### config.mk
export PLATFORM = sky130hd
export DESIGN_NAME = bwm_ctrl
export DESIGN_NICKNAME = d
export VERILOG_FILES = /design/src/hw/rtl/bwm_pkg.sv /design/src/hw/rtl/bwm_ctrl.sv
export VERILOG_INCLUDE_DIRS = /design/src /design/src/hw/rtl
export SDC_FILE = /design/constraint.sdc
export NUM_CORES = 1
export LEC_CHECK = 0
export ABC_AREA = 0
export BUFFER_PORTS_ARGS = -buffer_cell sky130_fd_sc_hd__buf_2
export CAP_MARGIN = 20
export CORE_MARGIN = 3
export CORE_UTILIZATION = 26
export CTS_CLUSTER_DIAMETER = 40
export DETAILED_ROUTE_END_ITERATION = 10
export GPL_TIMING_DRIVEN = 0
export MAX_ROUTING_LAYER = met4
export SKIP_LAST_GASP = 1
export SYNTH_ARGS = -nofsm -noshare
export SYNTH_HDL_FRONTEND = slang
export SYNTH_SLANG_ARGS = --single-unit
### constraint.sdc
create_clock -name clk -period 8.2 [get_ports clk]
set_clock_uncertainty 0.15 [all_clocks]
set_input_delay 1.23 -clock clk [delete_from_list [all_inputs] [get_ports clk]]
set_output_delay 1.23 -clock clk [all_outputs]
set_load 0.02 [all_outputs]
### src/hw/rtl/band_weighted_moments_magnitude_macros.svh
// ----------------------------------------------------------------------------
// Band weighted moments: assertion macros
// Shared concurrent assertion forms, clocked on clk and held off in reset.
// ----------------------------------------------------------------------------
`ifndef BAND_WEIGHTED_MOMENTS_MAGNITUDE_MACROS_SVH
`define BAND_WEIGHTED_MOMENTS_MAGNITUDE_MACROS_SVH

// consequent must hold in the same cycle as the antecedent
`define BWM_ASSERT_SAME(lbl, ante, cons, msg) \
  lbl: assert property (@(posedge clk) disable iff (!rst_n) (ante) |-> (cons)) \
    else $error(msg);

// consequent must hold in the cycle after the antecedent
`define BWM_ASSERT_NEXT(lbl, ante, cons, msg) \
  lbl: assert property (@(posedge clk) disable iff (!rst_n) (ante) |=> (cons)) \
    else $error(msg);

`endif

### src/hw/rtl/bwm_pkg.sv
// ----------------------------------------------------------------------------
// bwm_pkg
// Sizes and controller/datapath command and status types.
// ----------------------------------------------------------------------------
package bwm_pkg;

  // accumulator width, 48 to 64
  localparam int ACC_WIDTH = 64;
  // restoring divider steps: dividend bits plus 24 fraction bits
  localparam int DIV_ITER  = ACC_WIDTH + 24;
  localparam int CNT_W     = $clog2(DIV_ITER);
  localparam int SH_W      = $clog2(ACC_WIDTH);
  localparam int MOM_LAST  = 5;
  localparam int RATIO_LAST = 4;
  localparam int LOG_ITER  = 24;
  localparam int POST_LAST = 3;

  typedef logic [CNT_W-1:0] cnt_t;
  typedef logic [2:0]       idx_t;

  typedef struct packed {
    logic       load_in;
    logic       calc_sq;
    logic       mom_step;
    idx_t       mom_idx;
    logic       div_init;
    logic       div_step;
    logic       div_last;
    idx_t       div_idx;
    logic       norm_init;
    logic       norm_step;
    logic       log_init;
    logic       log_step;
    logic       mag_calc;
    logic       post_step;
    logic [1:0] post_idx;
    logic       out_load;
  } bwm_cmd_t;

  typedef struct packed {
    logic flux_ok;
    logic last;
    logic out_busy;
    logic norm_done;
  } bwm_sts_t;

endpackage

### src/hw/rtl/bwm_ctrl.sv
// ----------------------------------------------------------------------------
// bwm_ctrl
// Sequencer: sample accumulation, per-band divides, log2 and result handoff.
// ----------------------------------------------------------------------------
`include "band_weighted_moments_magnitude_macros.svh"

module bwm_ctrl (
  input  logic              clk,
  input  logic              rst_n,
  input  logic              in_valid,
  output logic              in_ready,
  input  bwm_pkg::bwm_sts_t sts,
  output bwm_pkg::bwm_cmd_t cmd
);

  typedef enum logic [10:0] {
    S_IDLE  = 11'b000_0000_0001,
    S_SQ    = 11'b000_0000_0010,
    S_MOM   = 11'b000_0000_0100,
    S_DIVI  = 11'b000_0000_1000,
    S_DIV   = 11'b000_0001_0000,
    S_NORMI = 11'b000_0010_0000,
    S_NORM  = 11'b000_0100_0000,
    S_LOG   = 11'b000_1000_0000,
    S_MAG   = 11'b001_0000_0000,
    S_POST  = 11'b010_0000_0000,
    S_OUT   = 11'b100_0000_0000
  } state_t;

  localparam bwm_pkg::cnt_t MOM_END  = bwm_pkg::cnt_t'(bwm_pkg::MOM_LAST);
  localparam bwm_pkg::cnt_t DIV_END  = bwm_pkg::cnt_t'(bwm_pkg::DIV_ITER - 1);
  localparam bwm_pkg::cnt_t LOG_END  = bwm_pkg::cnt_t'(bwm_pkg::LOG_ITER - 1);
  localparam bwm_pkg::cnt_t POST_END = bwm_pkg::cnt_t'(bwm_pkg::POST_LAST);
  localparam bwm_pkg::idx_t RAT_END  = bwm_pkg::idx_t'(bwm_pkg::RATIO_LAST);

  state_t        state_r, state_nxt;
  bwm_pkg::cnt_t cnt_r, cnt_nxt;
  bwm_pkg::idx_t idx_r, idx_nxt;

  // next state and commands
  always_comb begin
    state_nxt    = state_r;
    cnt_nxt      = cnt_r;
    idx_nxt      = idx_r;
    in_ready     = 1'b0;
    cmd          = '0;
    cmd.mom_idx  = cnt_r[2:0];
    cmd.div_idx  = idx_r;
    cmd.post_idx = cnt_r[1:0];
    unique case (state_r)
      S_IDLE: begin
        in_ready = 1'b1;
        if (in_valid) begin
          cmd.load_in = 1'b1;
          state_nxt   = S_SQ;
        end
      end
      S_SQ: begin
        cmd.calc_sq = 1'b1;
        cnt_nxt     = '0;
        state_nxt   = S_MOM;
      end
      S_MOM: begin
        cmd.mom_step = 1'b1;
        if (cnt_r == MOM_END) begin
          cnt_nxt = '0;
          idx_nxt = '0;
          if (!sts.last)        state_nxt = S_IDLE;
          else if (sts.flux_ok) state_nxt = S_DIVI;
          else                  state_nxt = S_OUT;
        end else begin
          cnt_nxt = cnt_r + 1'b1;
        end
      end
      S_DIVI: begin
        cmd.div_init = 1'b1;
        cnt_nxt      = '0;
        state_nxt    = S_DIV;
      end
      S_DIV: begin
        cmd.div_step = 1'b1;
        if (cnt_r == DIV_END) begin
          cmd.div_last = 1'b1;
          cnt_nxt      = '0;
          if (idx_r == RAT_END) begin
            state_nxt = S_NORMI;
          end else begin
            idx_nxt   = idx_r + 1'b1;
            state_nxt = S_DIVI;
          end
        end else begin
          cnt_nxt = cnt_r + 1'b1;
        end
      end
      S_NORMI: begin
        cmd.norm_init = 1'b1;
        state_nxt     = S_NORM;
      end
      S_NORM: begin
        if (sts.norm_done) begin
          cmd.log_init = 1'b1;
          cnt_nxt      = '0;
          state_nxt    = S_LOG;
        end else begin
          cmd.norm_step = 1'b1;
        end
      end
      S_LOG: begin
        cmd.log_step = 1'b1;
        if (cnt_r == LOG_END) begin
          cnt_nxt   = '0;
          state_nxt = S_MAG;
        end else begin
          cnt_nxt = cnt_r + 1'b1;
        end
      end
      S_MAG: begin
        cmd.mag_calc = 1'b1;
        cnt_nxt      = '0;
        state_nxt    = S_POST;
      end
      S_POST: begin
        cmd.post_step = 1'b1;
        if (cnt_r == POST_END) begin
          cnt_nxt   = '0;
          state_nxt = S_OUT;
        end else begin
          cnt_nxt = cnt_r + 1'b1;
        end
      end
      S_OUT: begin
        if (!sts.out_busy) begin
          cmd.out_load = 1'b1;
          state_nxt    = S_IDLE;
        end
      end
      default: state_nxt = S_IDLE;
    endcase
  end

  // state registers
  always_ff @(posedge clk) begin
    if (!rst_n) begin
      state_r <= S_IDLE;
      cnt_r   <= '0;
      idx_r   <= '0;
    end else begin
      state_r <= state_nxt;
      cnt_r   <= cnt_nxt;
      idx_r   <= idx_nxt;
    end
  end

  // checks
  `BWM_ASSERT_SAME(a_load_free, cmd.out_load, !sts.out_busy, "result loaded over pending item")
  `BWM_ASSERT_NEXT(a_accept_sq, in_valid && in_ready, state_r == S_SQ, "accept did not start item")
  `BWM_ASSERT_SAME(a_div_ok, state_r == S_DIVI, sts.flux_ok, "divide started on invalid band")

endmodule

==> results of run 1 <==
## synthesized netlist by cell type (all sizes together) (3+ instances only)
cell type,number
nor2b,6
inv,8
clkbuf,3
a21oi,6
ha,4
nor2,24
nand2,11
a21boi,3
dfxtp,21
nand4b,3
nand3,5
xnor2,8
nand4,4
and4b,4
nor3,5
o21ai,5
buf,7
or4,4
a2111oi,3
nor4b,4
## routing by layer
layer,wire length [um],vias up
met5,0,-
met2,1420,36
met1,1750,597
met3,198,2
li1,-,668
met4,23,0
## cell families after synthesis
| group | synth area share [%] |
|---|---|
| mux | 1.44 |
| buf+inv | 6.57 |
| fa+ha+maj | 3.60 |
| flops | 30.2 |
| simple gates | 38.3 |
| compound gates | 14.8 |
| xor+xnor | 5.04 |
## power breakdown
| part | internal, W | switching (W) | leakage (nW) |
|---|---|---|---|
| clock network | 0.0000347 | 0.0000354 | 0.0228 |
| registers | 0.000109 | 0.0000112 | 0.170 |
| logic | 0.0000456 | 0.0000632 | 0.483 |
| total | 0.000189 | 0.000110 | 0.675 |
## registers in the layout, summed over array words and instances, names as in the netlist
signal   flops
state_r     11
idx_r        3
cnt_r        7
## worst paths after layout
path | startpoint | endpoint | slack, ns | cells after the start
worst min-delay path | idx_r[1]$_SDFFE_PN0P_ | idx_r[1]$_SDFFE_PN0P_ | 0.36 | 2
worst max register to register | state_r[3]$_SDFFE_PN0P_ | state_r[7]$_SDFFE_PN0P_ | 5.24 | 8
worst min register to register | idx_r[1]$_SDFFE_PN0P_ | idx_r[1]$_SDFFE_PN0P_ | 0.36 | 2
worst max-delay path | state_r[6]$_SDFFE_PN0P_ | cmd[6] | 3.86 | 8
## metrics by stage
step | util, % | worst slack, ns | cell area, sq um | total power (W)
6_report | 33.6 | 3.86 | 1660 | 0.000299
5_1_grt | 33.6 | 3.60 | 1660 | 0.000317
4_1_cts | 33.6 | 3.87 | 1660 | 0.000303
3_5_place_dp | 32.7 | 4.14 | 1610 | 0.000231
3_3_place_gp | 32.7 | 4.09 | 1610 | 0.000230
2_1_floorplan | - | 4.30 | 1390 | 0.000202
## cell type report
cell class / instances / area share, %
plain buffers: 10 / 3.70
clock buffers: 4 / 2.71
well taps: 67 / 5.05
repair buffers: 28 / 8.45
inverters: 8 / 1.81
flip-flops and latches: 21 / 25.3
multi-input cells: 128 / 52.9
## worst reg2reg max path, delay by kind of cell, from the launching register on
kind	cells	cell delay [ns]
AND/OR/NAND/NOR	5	1.80
buffers and inverters	1	0.17
flip-flops	1	0.36
AO/OA/AOI/OAI	2	0.37
==> run summary, run 1 <==
The synthesized design contains 21 register bits. Of the synthesized area, sequential elements account for 30.2%. Counting along the longest clock path gives a buffer depth of 2. The cell count after placement came out at 262. Setup violations remaining at the end of the flow were counted as 0. Traced cell by cell, the critical path runs through or4_1, clkbuf_1, nor2_1, nand4b_1, o221ai_1, nor4_2, nor4bb_1, buf_2. The number of cells produced by synthesis is 167. The via count of the first global-routing pass is 1154. The leading cell type in the layout, fill and taps excluded is sky130_fd_sc_hd__buf_2. The number of diodes is 0. After filler insertion, the fill cell instance count of the layout stands at 568.

The met2 usage in global routing is 15.9%. The synthesized design spends more area on one cell type than any other, namely sky130_fd_sc_hd__dfxtp_1. The synthesized netlist contains 45 unique library cells. The post-CTS setup-driven buffer insertion count came out at 0.

The count of cells in the finished layout, fillers not included, comes to 266. The buffer type at the clock tree root is sky130_fd_sc_hd__clkbuf_8. The via density per instance came out at 4.90. The peak supply drop came out at 0.0000782 V. Global routing consumed, over all layers together, 11.3% of the routing resources.

The total area of sequential cells came out at 420 sq um. The fraction of synthesized cell area taken by the top area cell type is 30.2%. The max-slew violation total from the final report came out at 0. The family of cells with the greatest summed delay on the critical path is simple AND/OR/NAND/NOR gates. Data arrives at the worst endpoint at 2.96 ns.

The number of synthesis warnings is 0. 29 I/O pins were placed. The DRC violation count after routing is 0. The type of the worst setup path is register to output pin. The cell area after synthesis is 1390 sq um. The worst hold-check slack is 0.355 ns.

The initial antenna violation count is 0. The slew at the pin closest to its max-slew limit is 0.833 ns. The leakage power is 0.675 nW. Post-CTS repair changed the size of 0 cells. The shortest period the worst path allows came out at 4.34 ns. After clock tree synthesis, the clock-pin slew on the worst setup and hold paths is 0.08 ns. The worst setup path is launched from a register. The layer with the highest usage is met1.

The clock insertion delay at the later pin of the skew report is 0.26 ns. The worst path buffer plus inverter count is 2. The run finished with clean final reports.

Setup repair after global routing left no endpoint under its margin. The largest fanout on the critical path is 9. The number of vias after detailed routing came out at 1303. Once detail routing completed, the nets flagged for antenna violations numbered 0. The number of H-tree levels is 1.

The TritonCTS clock tree is built. The hold buffer count at CTS is 0. Of the cells placed in the final design, the portion with a size suffix greater than 1 is 24.6%. After floorplanning, the core was sized to cover 4940 sq um. In the synthesized netlist the dominant register cell turns out to be sky130_fd_sc_hd__dfxtp_1. The final hold violation count was 0. The number of DRC markers after the initial detailed-route iteration came out at 68. In this run, synthesis inferred 0 flip-flops with an integrated enable. The nature of the critical path endpoint is an output pin. Sorting the synthesized cells by area gives the leading types as sky130_fd_sc_hd__dfxtp_1 (30%), sky130_fd_sc_hd__nor2_1 (6.5%), sky130_fd_sc_hd__xnor2_1 (5.0%).

The number of nets in the layout came out at 211. The synthesized area per cell is 8.32 sq um. The met3 global-route usage came out at 2.27%. The worst slew slack as a fraction of its limit came out at 44.1%.

For this run, asynchronously set or reset flops after synthesis account for 0%. The final layout contains routed wiring with a total length of 3.39 mm. The mean routed wirelength per cell is 12.7 um. The final total negative setup slack came out at 0 ns. Row generation in the floorplan step produced 25 rows. The die covers 6260 sq um. The number of nets in the synthesized netlist is 178. The pre-antenna-repair detailed-routing pass consisted of 4 iterations. The maximum number of pins on one net before global-route repair is 12. On the critical path, the stage with the largest delay is an instance of sky130_fd_sc_hd__dfxtp_1. The detailed placement HPWL is 2.55 mm.

The first-pass GRT wire length is 5.55 mm. Global routing used 16.3% of the available met1 tracks. The clock drives 21 sinks. The number of clock buffers added by TritonCTS is 3.

The number of max-cap violations came out at 0. For this run, the slowest stage of the critical path takes 0.49 ns. Port buffering added 28 buffers. The highest attainable clock frequency came out at 0.230 GHz.

The starting density of the core is 28.1%. The power density over cell area is 180 nW/um^2. In the finished design, the share of the clock period the worst path needs comes to 53.0%. The die width is 79.1 um.

The layout overhead on the synthesized area is 19.4%. The weighted congestion at the end of routability-driven global placement is 0.786. The class of the tightest hold or removal check is register to register. In this run the vertical extent of the chip is 79.1 um. The required arrival time at the worst endpoint is 6.82 ns. The overall overflow remaining after global route came out at 0.

Leaving out fill and tap cells, the most frequent cells in the layout are sky130_fd_sc_hd__buf_2 (29), sky130_fd_sc_hd__nor2_1 (24), sky130_fd_sc_hd__dfxtp_1 (21). In the final layout, the multi-input gates occupy 878 sq um.
Note: power is estimated with default switching activity, not from simulation.
==> run 2: changes to the inputs <==
- ABC_AREA: 0 -> 1
- clock period: 8.2 -> 4.2 ns (I/O delays scaled with it)
==> run 2 against run 1 <==
Design area increased by 11%. Critical endpoint is now cmd[20]. Critical path depth did not move. Sequential share of layout area down 2.6 points.
==> run summary, run 2 <==
Status: completed (unchanged). The first-pass GRT wire length came out at 6.75 mm (was 5.55 mm). RSZ-0062 raised after global routing: no (unchanged).

The floorplan row count came out at 27 (was 25). The final hold violation count is 0 (unchanged). The number of buffers created by CTS came out at 3 (unchanged). The initial antenna violation count was 0 (unchanged). The distinct cell type count of the synthesized netlist came to 22 (was 45). The TritonCTS sink count came to 21 (unchanged). The adder and majority gate portion of the synthesized area is 3.19% (was 3.60%). The internal power came to 0.000465 W (was 0.000189 W).

The number of nets in the layout was 309 (was 211). The nature of the critical path endpoint is an output pin (unchanged). The via density per instance came out at 4.46 (was 4.90). The cell taking the most area after synthesis was sky130_fd_sc_hd__dfxtp_1 (unchanged).

The clock insertion delay at the later pin of the skew report is 0.27 ns (was 0.26 ns). The final worst slack is 1.62 ns (was 3.86 ns). The number of flip-flops in the largest register is 11 (unchanged).

Top Registers: state_r x11, cnt_r x7, idx_r x3 (unchanged). The largest fanout on the critical path came out at 6 (was 9). The post-CTS setup-driven buffer insertion count is 0 (unchanged).

Cells taking the most area after synthesis: sky130_fd_sc_hd__dfxtp_1 (27%), sky130_fd_sc_hd__nand2_1 (15%), sky130_fd_sc_hd__inv_1 (11%) (was sky130_fd_sc_hd__dfxtp_1 (30%), sky130_fd_sc_hd__nor2_1 (6.5%), sky130_fd_sc_hd__xnor2_1 (5.0%)). The share of async-settable or async-resettable flops after synthesis came out at 0% (unchanged). The synthesized area per cell came to 5.92 sq um (was 8.32 sq um).

The fraction of synthesized cell area taken by the top area cell type was 26.8% (was 30.2%). The slew at the pin closest to its max-slew limit is 0.491 ns (was 0.833 ns). The DRC violation count after routing came out at 0 (unchanged). The number of synthesized register bits is 21 (unchanged).

The mean routed wirelength per cell was 11.0 um (was 12.7 um). The register with the most flip-flops is state_r (unchanged). The top-level port count came out at 29 (unchanged). The number of diodes is 0 (unchanged). The max-slew violation total from the final report came out at 0 (unchanged). Commonest non-fill, non-tap cells in the layout: sky130_fd_sc_hd__nand2_1 (61), sky130_fd_sc_hd__inv_1 (47), sky130_fd_sc_hd__nor2_1 (40) (was sky130_fd_sc_hd__buf_2 (29), sky130_fd_sc_hd__nor2_1 (24), sky130_fd_sc_hd__dfxtp_1 (21)). The primary flip-flop cell chosen by synthesis mapping is sky130_fd_sc_hd__dfxtp_1 (unchanged).

The final-report setup violation count was 0 (unchanged). The maximum number of pins on one net before global-route repair came out at 13 (was 12). The data arrival time of the worst path came out at 1.80 ns (was 2.96 ns). The die width came out at 83.7 um (was 79.1 um).

The type of the worst setup path was register to output pin (unchanged). The layout overhead on the synthesized area is 17.6% (was 19.4%). The number of nets in the synthesized netlist came out at 276 (was 178). The peak supply drop came to 0.000224 V (was 0.0000782 V). The number of cells produced by synthesis came out at 265 (was 167).

The required arrival time at the worst endpoint is 3.42 ns (was 6.82 ns). The critical path's largest stage delay was 0.34 ns (was 0.49 ns). The post-route clock period utilization came out at 61.5%.

The deepest clock path buffer count is 2 (unchanged). The sequential share of power is 30.4% (was 40.2%). The area enclosed by the die boundary came to 7000 sq um (was 6260 sq um). The total length of routed wires is 4.06 mm (was 3.39 mm). The number of iterations in the first detailed-routing pass is 4 (unchanged). The worst slew slack as a fraction of its limit is 67.3% (was 44.1%). The switching share of power is 48.8% (was 36.7%). The overall routing resource usage was 12.0% (was 11.3%). The shortest period the worst path allows is 2.58 ns. The starting density of the core is 27.6% (was 28.1%). The cell with the most instances after synthesis is sky130_fd_sc_hd__nand2_1 (was sky130_fd_sc_hd__nor2_1). The leakage power is 1.07 nW (was 0.675 nW).

The total of cells resized after clock tree synthesis is 0 (unchanged). The power density over cell area is 492 nW/um^2 (was 180 nW/um^2). The height of the chip is 83.7 um (was 79.1 um). The worst setup slack after placement came out at 1.93 ns (was 4.14 ns). The fraction of power consumed by combinational cells came to 54.4% (was 36.4%). The minimum setup slack among reg-to-reg paths is 1.92 ns (was 5.24 ns). The via count of the first global-routing pass came out at 1517 (was 1154). The highest attainable clock frequency is 0.387 GHz. The startpoint of the lowest-slack hold path is cnt_r[4]$_SDFFE_PN0P_ (was idx_r[1]$_SDFFE_PN0P_). The library cell contributing the largest single delay on the critical path was sky130_fd_sc_hd__dfxtp_1 (unchanged). The buffer type at the clock tree root was sky130_fd_sc_hd__clkbuf_8 (unchanged). The weighted congestion at the end of routability-driven global placement was 0.884 (was 0.786). Among the stages of the critical path, the cell type that occurs most often is sky130_fd_sc_hd__nor2_1. The portion of netlist area occupied by mux cells is 0% (was 1.44%). The number of vias after detailed routing came to 1644 (was 1303).

The net load switching power came out at 0.000443 W (was 0.000110 W). The number of buffers inserted by port buffering was 28 (unchanged). The clock transition at the registers of the reported paths came out at 0.09 ns (was 0.08 ns). The number of nets with antenna violations after detailed routing came out at 0 (unchanged). The class of the tightest hold or removal check is register to register (unchanged). The number of DRC markers after the initial detailed-route iteration is 87 (was 68). Sequence of cells on the critical path: inv_1, nand2_1, nor2_1, nand2_1, nor2_1, inv_1, nor2_1, buf_2 (was or4_1, clkbuf_1, nor2_1, nand4b_1, o221ai_1, nor4_2, nor4bb_1, buf_2). The post-synthesis share of cell area spent on and, or, nand and nor gates came out at 47.0% (was 38.3%). The startpoint of the most critical setup path is state_r[10]$_SDFFE_PN0P_ (was state_r[6]$_SDFFE_PN0P_). The number of max-cap violations came out at 0 (unchanged). The number of flops mapped to enable cells by yosys came to 0 (unchanged). The final total negative setup slack is 0 ns (unchanged). The sequential-to-total area share from yosys stat is 26.8% (was 30.2%). The fraction of layout instances using a drive strength above 1 came out at 21.2% (was 24.6%). The worst hold-check slack is 0.372 ns (was 0.355 ns). The main combinational cell family by area after synthesis is simple AND/OR/NAND/NOR gates (unchanged).

The reg-to-reg critical path startpoint was cnt_r[0]$_SDFFE_PN0P_ (was state_r[3]$_SDFFE_PN0P_). The detailed placement HPWL is 3.26 mm (was 2.55 mm). The leading cell type in the layout, fill and taps excluded is sky130_fd_sc_hd__nand2_1 (was sky130_fd_sc_hd__buf_2). The number of synthesis warnings came out at 0 (unchanged). Ranking of synthesized cells by instance count: sky130_fd_sc_hd__nand2_1 (61), sky130_fd_sc_hd__inv_1 (47), sky130_fd_sc_hd__nor2_1 (40), sky130_fd_sc_hd__dfxtp_1 (21), sky130_fd_sc_hd__nand3_1 (18) (was sky130_fd_sc_hd__nor2_1 (24), sky130_fd_sc_hd__dfxtp_1 (21), sky130_fd_sc_hd__nand2_1 (11), sky130_fd_sc_hd__inv_1 (8), sky130_fd_sc_hd__xnor2_1 (8)). The clock network fraction of total power is 15.2% (was 23.4%). The number of H-tree levels came to 1 (unchanged). The core footprint came out at 5680 sq um (was 4940 sq um). The synthesized-area fraction occupied by xor and xnor cells is 1.12% (was 5.04%). The TritonCTS clock tree is built (unchanged). The share of the synthesized area in compound gates (AO/OA/AOI/OAI) is 6.54% (was 14.8%). The hold buffer count at CTS is 0 (unchanged). The overall overflow remaining after global route is 0 (unchanged). The type of element launching the critical path is a register (unchanged).

The cell area after synthesis came to 1570 sq um (was 1390 sq um).
[run 2: cell types whose count changed after synthesis, sizes merged, moves of 4 or more]
cell,delta
nand3,+15
nor2b,-6
nor4b,-4
o21ai,+6
and4b,-4
inv,+45
nand2,+61
nor3,+5
xnor2,-8
nor2,+22
or4,-4
nand4,+4
[run 2: power by group through the flow]
| stage | registers [W] | clock network [W] | logic, W |
|---|---|---|---|
| 3_3_place_gp | 0.000279 | 0 | 0.000486 |
| 4_1_cts | 0.000276 | 0.000143 | 0.000494 |
| 2_1_floorplan | 0.000273 | 0 | 0.000378 |
| 3_5_place_dp | 0.000281 | 0 | 0.000491 |
| 5_1_grt | 0.000284 | 0.000150 | 0.000554 |
| 6_report | 0.000276 | 0.000139 | 0.000494 |
[run 2: metal layers]
metal	up-vias	wire length (um)	share of wire, %	global-route usage, %
met2	53	1760	43	17.4
li1	881	-	-	-
met5	-	0	0	-
met1	704	2020	50	16.5
met3	6	201	5.0	1.88
met4	0	80	2.0	4.82
[run 2: logic make-up (layout without fill, tap and decap cells)]
family,count (synthesis),in the layout
AO/OA/AOI/OAI,20,20
AND/OR/NAND/NOR,159,159
adder cells (fa/ha/maj),4,4
flip-flops,21,21
buffers and inverters,59,91
XOR/XNOR,2,2
[run 2: cell type report]
| cell class | count | area, sq um |
|---|---|---|
| clock inverters | 1 | 5.00 |
| well taps | 72 | 90.1 |
| fillers | 646 | 3830 |
| plain buffers | 6 | 41.3 |
| flip-flops and latches | 21 | 420 |
| multi-input cells | 185 | 908 |
| inverters | 53 | 199 |
| clock buffers | 3 | 41.3 |
| repair buffers | 28 | 140 |
[run 2: critical path, delay by kind of cell (launching register included)]
kind	cells	cell delay [ns]
simple gates	5	0.85
buf+inv	3	0.36
flops	1	0.34
[run 2: final timing paths]
path,to,depth (start not counted)
worst max-delay path,cmd[20],8
worst min-delay path,cnt_r[4]$_SDFFE_PN0P_,2
worst max register to register,state_r[2]$_SDFFE_PN0P_,10
worst min register to register,cnt_r[4]$_SDFFE_PN0P_,2
[run 2: metrics by stage]
step | std cells | utilization [%] | area, sq um | power, W
floorplan | 265 | - | 1570 | 0.000651
global placement | 365 | 31.7 | 1800 | 0.000765
detailed placement | 365 | 31.7 | 1800 | 0.000772
CTS | 369 | 32.5 | 1850 | 0.000913
global route | 369 | 32.5 | 1850 | 0.000987
finish | 369 | 32.5 | 1850 | 0.000909
==> run 3: changes to the inputs <==
- clock period: 4.2 -> 2.1 ns (I/O delays scaled with it)
==> run 3 against run 2 <==
Utilization is 1.6 points higher. Critical endpoint is now cmd[7]. Combinational power is 120% higher. Highest routed layer unchanged. Register-to-register slack worse by 1.8 ns. Clock-buffer cell count stayed put. Design area is 5.0% higher.
==> run summary, run 3 (synthesis gave the netlist of run 2 again) <==
Status: completed (unchanged). The class of the tightest hold or removal check is input port to register (was register to register). The largest fanout on the critical path came to 6 (unchanged). The required arrival time at the worst endpoint came out at 1.63 ns (was 3.42 ns). The most frequent cell on the critical path is sky130_fd_sc_hd__nand2_2 (was sky130_fd_sc_hd__nor2_1). The number of nets with antenna violations after detailed routing is 0 (unchanged). The clock transition at the registers of the reported paths is 0.09 ns (about the same).

The worst setup slack after placement came out at -0.172 ns (was 1.93 ns). The type of element launching the critical path was a register (unchanged). The floorplan row count came out at 27 (unchanged). The final-report setup violation count came out at 0 (unchanged). The shortest period the worst path allows is 2.04 ns. The number of vias after detailed routing is 1667 (was 1644).

The TritonCTS clock tree is built (unchanged). The register with the most flip-flops is state_r (unchanged). The terminating pin of the worst hold path is cnt_r[3]$_SDFFE_PN0P_ (was cnt_r[4]$_SDFFE_PN0P_). The number of DRC markers after the initial detailed-route iteration is 99 (was 87). The first-pass GRT wire length came out at 6.84 mm (was 6.75 mm). The hold buffer count at CTS came out at 0 (unchanged). The net load switching power is 0.000932 W (was 0.000443 W). The startpoint of the lowest-slack hold path is rst_n (was cnt_r[4]$_SDFFE_PN0P_). The highest attainable clock frequency came out at 0.490 GHz. The total length of routed wires was 4.18 mm (was 4.06 mm). Commonest non-fill, non-tap cells in the layout: sky130_fd_sc_hd__nand2_1 (61), sky130_fd_sc_hd__inv_1 (47), sky130_fd_sc_hd__nor2_1 (35) (was sky130_fd_sc_hd__nand2_1 (61), sky130_fd_sc_hd__inv_1 (47), sky130_fd_sc_hd__nor2_1 (40)). The layout overhead on the synthesized area came to 23.5% (was 17.6%).

The power after layout is 0.00197 W (was 0.000909 W). The fraction of power consumed by combinational cells came out at 56.4% (was 54.4%). The slew at the pin closest to its max-slew limit is 0.492 ns (was 0.491 ns). The final worst slack is 0.0573 ns (was 1.62 ns). The switching share of power was 47.4% (was 48.8%).

The peak supply drop is 0.000471 V (was 0.000224 V). The area enclosed by the die boundary came to 7000 sq um (unchanged). The internal power is 0.00103 W (was 0.000465 W).

The leakage power came out at 1.10 nW (was 1.07 nW). The TritonCTS sink count came out at 21 (unchanged). The endpoint of the worst-slack reg-to-reg timing path is state_r[0]$_SDFFE_PN1P_ (was state_r[2]$_SDFFE_PN0P_). The number of cell instances on the worst register-to-register path is 11 (was 10).

The overall overflow remaining after global route came out at 0 (unchanged). The worst slew slack as a fraction of its limit was 67.2% (was 67.3%). The number of buffers created by CTS is 3 (unchanged). The number of flip-flops in the largest register is 11 (unchanged). The sequential share of power came out at 29.4% (was 30.4%). The worst hold path depth is 3 (was 2). The leading cell type in the layout, fill and taps excluded is sky130_fd_sc_hd__nand2_1 (unchanged). The deepest clock path buffer count came out at 2 (unchanged). The family of cells with the greatest summed delay on the critical path was simple AND/OR/NAND/NOR gates (unchanged). The top-level port count is 29 (unchanged). The minimum setup slack among reg-to-reg paths was 0.09 ns (was 1.92 ns). The starting density of the core is 27.6% (unchanged).

The critical path's largest stage delay is 0.35 ns (was 0.34 ns). RSZ-0062 raised after global routing: yes (was no). The overall routing resource usage came to 12.2% (was 12.0%). The number of H-tree levels came out at 1 (unchanged). The maximum number of pins on one net before global-route repair is 13 (unchanged). The fraction of layout instances using a drive strength above 1 came out at 26.2% (was 21.2%). The final hold violation count is 0 (unchanged). The worst path buffer plus inverter count came out at 3 (unchanged). The height of the chip came out at 83.7 um (unchanged). The buffer type at the clock tree root was sky130_fd_sc_hd__clkbuf_8 (unchanged). The type of the worst setup path is register to output pin (unchanged).

The clock insertion delay at the later pin of the skew report is 0.27 ns (about the same). The core footprint came out at 5680 sq um (unchanged). The number of iterations in the first detailed-routing pass is 5 (was 4). The via count of the first global-routing pass came to 1541 (was 1517). The die width came out at 83.7 um (unchanged). Top Registers: state_r x11, cnt_r x7, idx_r x3 (unchanged). The number of buffers inserted by port buffering was 28 (unchanged). The via density per instance came out at 4.46 (about the same). The initial antenna violation count came to 0 (unchanged). The detailed placement HPWL is 3.26 mm (unchanged).

The power density over cell area is 1010 nW/um^2 (was 492 nW/um^2). The number of diodes came out at 0 (unchanged). The reg-to-reg critical path startpoint is cnt_r[0]$_SDFFE_PN0P_ (unchanged). Sequence of cells on the critical path: nor2_2, nand2_2, nor2_4, nand2_2, inv_2, nand2_2, inv_1, buf_4 (was inv_1, nand2_1, nor2_1, nand2_1, nor2_1, inv_1, nor2_1, buf_2). The number of nets in the layout is 314 (was 309).

The post-route clock period utilization is 97.3%. The number of max-cap violations is 0 (unchanged). The max-slew violation total from the final report is 0 (unchanged). The final total negative setup slack is 0 ns (unchanged). The data arrival time of the worst path is 1.58 ns (was 1.80 ns). The final-layout fill cell count came out at 641 (was 646). The library cell contributing the largest single delay on the critical path is sky130_fd_sc_hd__dfxtp_1 (unchanged). The clock network fraction of total power came out at 14.2% (was 15.2%).

The weighted congestion at the end of routability-driven global placement came out at 0.884 (unchanged). The nature of the critical path endpoint is an output pin (unchanged). The mean routed wirelength per cell is 11.2 um (was 11.0 um). The DRC violation count after routing came out at 0 (unchanged).
[run 3: changes by cell type in the layout (fill, tap and decap cells not counted), sizes merged]
cell,previous run,this run
buf,33,38
[run 3: routing by layer]
layer	part of all wire (%)	vias up	GRT usage [%]
met3	4.8	6	1.88
met4	2.0	0	4.82
met5	0	-	-
li1	-	895	-
met1	49	723	16.6
met2	44	43	17.9
[run 3: worst max-delay path by stage]
stage | slack (ns) | start | endpoint | depth (start not counted)
floorplan | 0.08 | state_r[10]$_SDFFE_PN0P_ | cmd[20] | 7
global placement | -0.16 | cnt_r[0]$_SDFFE_PN0P_ | state_r[0]$_SDFFE_PN1P_ | 10
detailed placement | -0.17 | cnt_r[0]$_SDFFE_PN0P_ | state_r[0]$_SDFFE_PN1P_ | 10
CTS | 0.007 | state_r[10]$_SDFFE_PN0P_ | cmd[20] | 8
global route | -0.07 | cnt_r[0]$_SDFFE_PN0P_ | state_r[2]$_SDFFE_PN0P_ | 11
finish | 0.06 | state_r[1]$_SDFFE_PN0P_ | cmd[7] | 8
[run 3: cell type report]
| class | count | area, sq um | share of cell area [%] |
|---|---|---|---|
| Multi-Input combinational cell | 185 | 953 | 49.2 |
| Sequential cell | 21 | 428 | 22.1 |
| Inverter | 53 | 199 | 10.3 |
| Timing Repair Buffer | 33 | 180 | 9.30 |
| Tap cell | 72 | 90.1 | 4.65 |
| Clock buffer | 3 | 41.3 | 2.13 |
| Buffer | 6 | 41.3 | 2.13 |
| Clock inverter | 1 | 5.00 | 0.258 |
[run 3: repair_timing]
| item | CTS | global route |
|---|---|---|
| endpoints found under the hold margin | 0 | 0 |
| resized for setup | 3 | 15 |
| setup endpoints to repair | 11 | 24 |
| gates cloned | 0 | 0 |
| setup buffers | 3 | 2 |
| pin swaps | 1 | 5 |
[run 3: power groups by stage]
stage / sequential (W) / combinational (W) / clock [W]
finish: 0.000578 / 0.00111 / 0.000280
global route: 0.000593 / 0.00125 / 0.000299
CTS: 0.000557 / 0.00105 / 0.000286
detailed placement: 0.000561 / 0.000983 / 0
global placement: 0.000558 / 0.000972 / 0
floorplan: 0.000546 / 0.000756 / 0
[run 3: worst min-delay path, cell delays in order]
cell	delay (ns)
sky130_fd_sc_hd__buf_2	0.12
sky130_fd_sc_hd__o21ai_0	0.07
sky130_fd_sc_hd__nor2_1	0.05
[run 3: per-stage QoR]
| stage | cells | util (%) | hold slack, ns | instance area, sq um |
|---|---|---|---|---|
| floorplan | 265 | - | 0.307 | 1570 |
| detailed placement | 365 | 31.7 | 0.358 | 1800 |
| CTS | 372 | 33.1 | 0.183 | 1880 |
| global route | 374 | 34.1 | 0.213 | 1940 |
| finish | 374 | 34.1 | 0.183 | 1940 |
| global placement | 365 | 31.7 | 0.351 | 1800 |
